File: config.mk
export PLATFORM = sky130hd
export DESIGN_NAME = elsc_cell
export DESIGN_NICKNAME = d
export VERILOG_FILES = /design/src/hdl/elsc_pkg.sv /design/src/hdl/elsc_cell.sv
export SDC_FILE = /design/constraint.sdc
export NUM_CORES = 1
export LEC_CHECK = 0
export ABC_CLOCK_PERIOD_IN_PS = 2050
export BUFFER_PORTS_ARGS = -buffer_cell sky130_fd_sc_hd__buf_2
export CAP_MARGIN = 20
export CORE_MARGIN = 1
export CORE_UTILIZATION = 43
export DETAILED_ROUTE_END_ITERATION = 12
export PLACE_DENSITY = 0.72
export SLEW_MARGIN = 20
export SYNTH_ARGS = -nofsm -noshare
export SYNTH_HDL_FRONTEND = slang
export SYNTH_SLANG_ARGS = --single-unit
File: constraint.sdc
create_clock -name clk -period 2.05 [get_ports clk]
set_clock_uncertainty 0.2 [all_clocks]
set_input_delay 0.205 -clock clk [delete_from_list [all_inputs] [get_ports clk]]
set_output_delay 0.205 -clock clk [all_outputs]
set_load 0.005 [all_outputs]
File: src/hdl/elsc_pkg.sv
`timescale 1ns / 1ps
// ----------------------------------------------------------------------------
// elsc_pkg
// Types and codes shared by the load segment checker and its range cells.
// ----------------------------------------------------------------------------
package elsc_pkg;

	// Configuration register indexes.
	localparam int CFG_IDX_W = 3;
	localparam logic [CFG_IDX_W-1:0] REG_IMAGE_SIZE    = 3'd0;
	localparam logic [CFG_IDX_W-1:0] REG_ENTRY_ADDRESS = 3'd1;
	localparam logic [CFG_IDX_W-1:0] REG_USER_BASE     = 3'd2;
	localparam logic [CFG_IDX_W-1:0] REG_USER_LIMIT    = 3'd3;
	localparam logic [CFG_IDX_W-1:0] REG_DECL_COUNT    = 3'd4;

	// Result codes.
	localparam logic [3:0] ERR_OK          = 4'd0;
	localparam logic [3:0] ERR_SKIPPED     = 4'd1;
	localparam logic [3:0] ERR_FILE_SIZE   = 4'd2;
	localparam logic [3:0] ERR_FILE_OVF    = 4'd3;
	localparam logic [3:0] ERR_FILE_END    = 4'd4;
	localparam logic [3:0] ERR_MEM_OVF     = 4'd5;
	localparam logic [3:0] ERR_MEM_ZERO    = 4'd6;
	localparam logic [3:0] ERR_WINDOW      = 4'd7;
	localparam logic [3:0] ERR_ALIGN_POW2  = 4'd8;
	localparam logic [3:0] ERR_ALIGN_MOD   = 4'd9;
	localparam logic [3:0] ERR_WRITE_EXEC  = 4'd10;
	localparam logic [3:0] ERR_ROUND_OVF   = 4'd11;
	localparam logic [3:0] ERR_EMPTY       = 4'd12;
	localparam logic [3:0] ERR_OVERLAP     = 4'd13;
	localparam logic [3:0] ERR_TOO_MANY    = 4'd14;

	localparam logic [31:0] PT_LOAD = 32'd1;

	// A page-rounded mapping travelling down the row of range cells.
	typedef struct packed {
		logic        valid;
		logic        hit;
		logic [63:0] map_start;
		logic [63:0] map_end;
	} query_t;

endpackage

File: src/hdl/elsc_cell.sv
`timescale 1ns / 1ps
// ----------------------------------------------------------------------------
// elsc_cell
// One stored mapping; tests a passing query for overlap and hands it on.
// ----------------------------------------------------------------------------
module elsc_cell (
	input  logic                 clk,
	input  logic                 arst_n,
	input  logic                 occupied,
	input  logic                 wr_en,
	input  logic [63:0]          wr_start,
	input  logic [63:0]          wr_end,
	input  elsc_pkg::query_t     q_in,
	output elsc_pkg::query_t     q_out
);

	logic [63:0]      start_q;
	logic [63:0]      end_q;
	logic             valid_q;
	elsc_pkg::query_t pay_q;
	logic             overlap;

	assign overlap = occupied && (start_q < q_in.map_end) && (q_in.map_start < end_q);

	always_ff @(posedge clk) begin
		if (wr_en) begin
			start_q <= wr_start;
			end_q   <= wr_end;
		end
		pay_q.valid     <= 1'b0;
		pay_q.hit       <= q_in.hit | overlap;
		pay_q.map_start <= q_in.map_start;
		pay_q.map_end   <= q_in.map_end;
	end

	always_ff @(posedge clk or negedge arst_n) begin
		if (!arst_n) begin
			valid_q <= 1'b0;
		end else begin
			valid_q <= q_in.valid;
		end
	end

	always_comb begin
		q_out       = pay_q;
		q_out.valid = valid_q;
	end

endmodule

; ---- Yosys cells after proc, flatten, opt, wreduce, memory -nomap -nowiden
; Index checks and enable logic that the tools add are counted.
[word_totals]
regBits = 258
input_bits = 262
out_inout_bits = 130
wordCells = 11
[classes]
n_lt_le_gt_ge = 2
bitwise_logic = 1
n_reduce_logical = 2
[op_table]
columns = op, count
row1 = $lt A64 B64 Y1, 2
row2 = $logic_and A1 B1 Y1, 2
row3 = $or A1 B1 Y1, 1

; ---- Logic depth before layout (Yosys ltp)
[depth]
depth_word = 4
ltp_mapped = 9
ltp_nobuf = 9

; ---- Worst setup path before layout
; Ideal clock, no wire load.
[synth_timing]
path_type = register to register
startpoint = register end_q[29]
endpoint = register pay_q (netlist bit q_out[128])
setup_time_ns = 0.116
arrival_time_ns = 1.797
required_time_ns = 1.734
path_slack_ns = -0.063
stages_incl_launch_ff = 10
n_path_buf = 0
synth_period_minus_slack_ns = 2.113
path_cell_list = edfxtp_1 -> inv_1 -> ha_1 -> nand4_2 -> nor4_4 -> a221oi_1 -> o211ai_1 -> a31oi_1 -> or3_1 -> and3b_1
[synth_between]
elab_chain_len = 3
[synth_lines]
columns = element, line_no
row1 = from (decl), elsc_cell.sv:18  ; logic [63:0] end_q;
row2 = from (signal assigned), elsc_cell.sv:28  ; end_q <= wr_end;
row3 = $lt A64 B64 Y1, elsc_cell.sv:23  ; assign overlap = occupied && (start_q < q_in.map_end) && (q_in.map_start < end_q);
row4 = $logic_and A1 B1 Y1, elsc_cell.sv:23
row5 = $or A1 B1 Y1, elsc_cell.sv:31  ; pay_q.hit <= q_in.hit | overlap;
row6 = to (decl), elsc_cell.sv:20  ; elsc_pkg::query_t pay_q;
; No other way between the ends.
; A chain may end at the register's enable or synchronous reset.

; ---- Worst setup path in the final report
[layout_timing]
startpoint = register start_q[7]
endpoint = register pay_q (netlist bit q_out[128])
[layout_between]
elab_chain_len = 4
[layout_lines]
columns = element, line_no
row1 = from (decl), elsc_cell.sv:17  ; logic [63:0] start_q;
row2 = from (signal assigned), elsc_cell.sv:27  ; start_q <= wr_start;
row3 = $lt A64 B64 Y1, elsc_cell.sv:23
row4 = $logic_and A1 B1 Y1 (2 in a row), elsc_cell.sv:23
row5 = $or A1 B1 Y1, elsc_cell.sv:31
; No other way between the ends.

==> implementation parameters <==
Parameter                              Value

Power
  Cell-internal power    9.40 mW
  Proportion of power drawn by the clock network    0.375
  Peak VDD IR    between 0.9 and 1 mV
  Proportion of power drawn by combinational gates    0.150
  Switching share of power    0.240
  Net switching component of the power    2.98 mW
  Share of total power in sequential cells    0.475
  Leak Pwr    approximately 7.7 nW
  Power per unit of standard cell area    777 nW/um^2

Synth
  Number of synthesized register bits    about 260
  Fraction of synthesis flops using an asynchronous set or reset pin    0.00388
  Most used flip-flop cell after synthesis    dfxtp_1
  Post-synth EDFFs    roughly 130
  Post-synth top cells    dfxtp_1 (129), edfxtp_1 (128), inv_1 (127)
  Net count of the mapped netlist    between 1000 and 1500
  Synth top area cells    edfxtp_1 (40%), dfxtp_1 (27%), ha_1 (16%)
  Syn Inst Count    711
  Top-area cell type share of the netlist area    0.400
  Mapped cell area    9610 sq um
  Distinct cell type count of the synthesized netlist    36
  Number of warnings printed during yosys synthesis    0
  Avg Inst Size Synth    13.5 sq um
  Top-count cell post-synth    dfxtp_1
  Yosys top cell by area    edfxtp_1
  Fraction of the yosys area taken by sequential cells    0.671

STA
  Final hold violations    0
  Ratio of final minimum period to clock period    1.18
  Worst slew slack as a fraction of its limit    0.743
  Maximum clock rate    412 MHz
  Worst Hold Slack    approximately 0.12 ns
  Number of pins with negative max-slew slack in the final report    0
  Final setup slack of the worst path    -0.377 ns
  Setup repair after global routing missed its margin    yes
  Transition at the pin with the smallest max-transition slack    approximately 0.38 ns
  Post-layout minimum cycle time    ~2.4 ns
  Number of failing setup endpoints in the final timing report    1

Floorplanning
  Die ar.    approximately 23000 sq um
  Initial core utilization    0.439
  I/O pins    392
  Floorplan core area    21900 sq um
  # rows    54
  Die Y-Extent    ~150 microns
  DIE WIDTH    152 microns

Route
  Post-detailed-route wirelength per cell    between 15 and 20 microns
  Total via count in the routed design    8388
  Number of remaining DRC errors    0
  Remaining number of nets flagged by the antenna check after routing    0
  DRT Wirelength    ~32000 microns
  Post-detailed-route via-to-cell ratio    4.82
  Count of routing violations after the opening detailed-route iteration    250
  Detailed Routing Iterations Pass 1    4

Place
  Post-DP HPWL    between 15000 and 20000 microns
  Port bufs    just under 400
  Worst slack, placed    -0.415 ns
  Gpl congestion    0.823

Final layout
  Net count of the finished layout    about 1800
  Post-synthesis to final-layout area growth    65.8%
  Filler Cell Count    between 1000 and 1500
  Share of final-layout standard cells stronger than drive strength 1    0.345

Clock network
  Clk Tree Root Cell    clkbuf_16
  Maximum clock insertion buffer count    3
  Total clock buffers created by CTS    27
  Clock-pin slew on the worst setup and hold paths    roughly 0.070 ns
  # H-tree levels    1
  Clock sink count    around 260
  TritonCTS clock tree    built
  Clock insertion delay at the later pin of the skew report    0.53 ns

Critical path
  Top Family by Delay on Critical Path    compound AO/OA/AOI/OAI gates
  Biggest cell delay along the critical path    between 0.4 and 0.5 ns
  Launching element type of the critical path    register
  CP endpoint kind    register
  Worst-path maximum fanout    3
  Critical-path top delay cell    edfxtp_1
  Cell-by-cell listing of the critical path    ha_4 > a21oi_2 > o21ai_2 > a2111oi_4 > a211oi_2 > o311a_1 > o21ai_4 > and3b_1
  CP required    2.33 ns
  Critical path arrival    ~2.7 ns
  Count of buffering cells on the critical path with inverters included    0
  WS Path Type    reg -> reg

Hold path
  Tightest Hold Check Type    in -> reg

Flow run
  Max-capacitance violation count    0

GRT
  Global route total overflow    0
  Antenna violations before repair    6
  Number of global-route vias before repair    between 9000 and 10000
  Aggregate global-route resource usage    0.265
  Wire length of the first global-routing pass    ~46000 microns
  Maximum number of pins on one net before global-route repair    42

Status
  Run status    finished, violations left
  Failing checks    setup timing
sequential cells by signal, summed over array words and instances (netlist names):
register / flops
q_out: 129
valid_q: 1
start_q: 64
end_q: 64
through the flow:
stage	instance area, sq um	std cells	power, mW	setup TNS [ns]	utilization
after detailed placement	12300	1427	7.27	-0.415	0.562
after floorplan	9630	711	6.51	-0.00742	-
final	15900	1741	12.4	-0.377	0.728
after global routing	15900	1741	12.8	-0.442	0.728
after global placement	12300	1427	7.22	-0.358	0.562
after CTS	15800	1736	12.2	-0.298	0.722
power by group through the flow:
stage | Clock (mW) | Sequential [mW] | Combinational [mW]
floorplan | 0 | 5.98 | 0.524
CTS | 4.65 | 5.86 | 1.71
detailed placement | 0 | 5.97 | 1.30
global route | 4.89 | 5.91 | 2.03
finish | 4.64 | 5.89 | 1.85
global placement | 0 | 5.96 | 1.26
what timing repair did:
action / 4_1_cts / 5_1_grt
resized for setup: 11 / 16
buffers inserted: 0 / 1
hold buffers: 261 / 0
pin swaps: 7 / 9
endpoints found under the hold margin: 288 / 0
endpoints found under the setup margin: 1 / 1
cells in the final DEF, fill, tap and decap left out, drive strengths merged, types with 19 or more instances in the layout:
cell type      n
buf          437
dfxtp        129
inv          127
a21oi         50
o21ai         20
nand2         36
clkbuf        39
dlygate4sd3  261
nand4         19
edfxtp       128
ha           126
worst paths after layout:
path	from	to	slack, ns	depth (start not counted)
min in group asynchronous	arst_n	valid_q	0.32	3
max in group asynchronous	arst_n	valid_q	1.22	3
worst min register to register	start_q[23]	q_out[128]	0.71	4
worst max register to register	start_q[7]	q_out[128]	-0.38	8
worst min-delay path	q_in[6]	q_out[6]	0.12	2
worst max-delay path	start_q[7]	q_out[128]	-0.38	8
routing by layer:
metal	GRT usage	share of wire	up-vias
met3	0.0602	0.073	99
met5	0	0.00041	-
li1	-	-	3957
met2	0.509	0.53	393
met1	0.265	0.35	3937
met4	0.129	0.048	2
cell families after synthesis:
group,count (synthesis),synth area share
buf+inv,128,0.0504
flops,258,0.671
fa+ha+maj,126,0.164
simple gates,102,0.0548
compound gates,97,0.0597
layout make-up:
type / count / area, sq um / area share
sequential: 258 / 6450 / 0.405
tap: 280 / 350 / 0.0220
inverter: 127 / 477 / 0.0299
multi-input combinational: 325 / 2880 / 0.180
antenna: 4 / 10.0 / 0.000628
clock inverter: 10 / 60.1 / 0.00377
timing repair buffer: 698 / 4950 / 0.310
clock buffer: 39 / 772 / 0.0484
No activity file was read; power rests on OpenSTA's default activity.
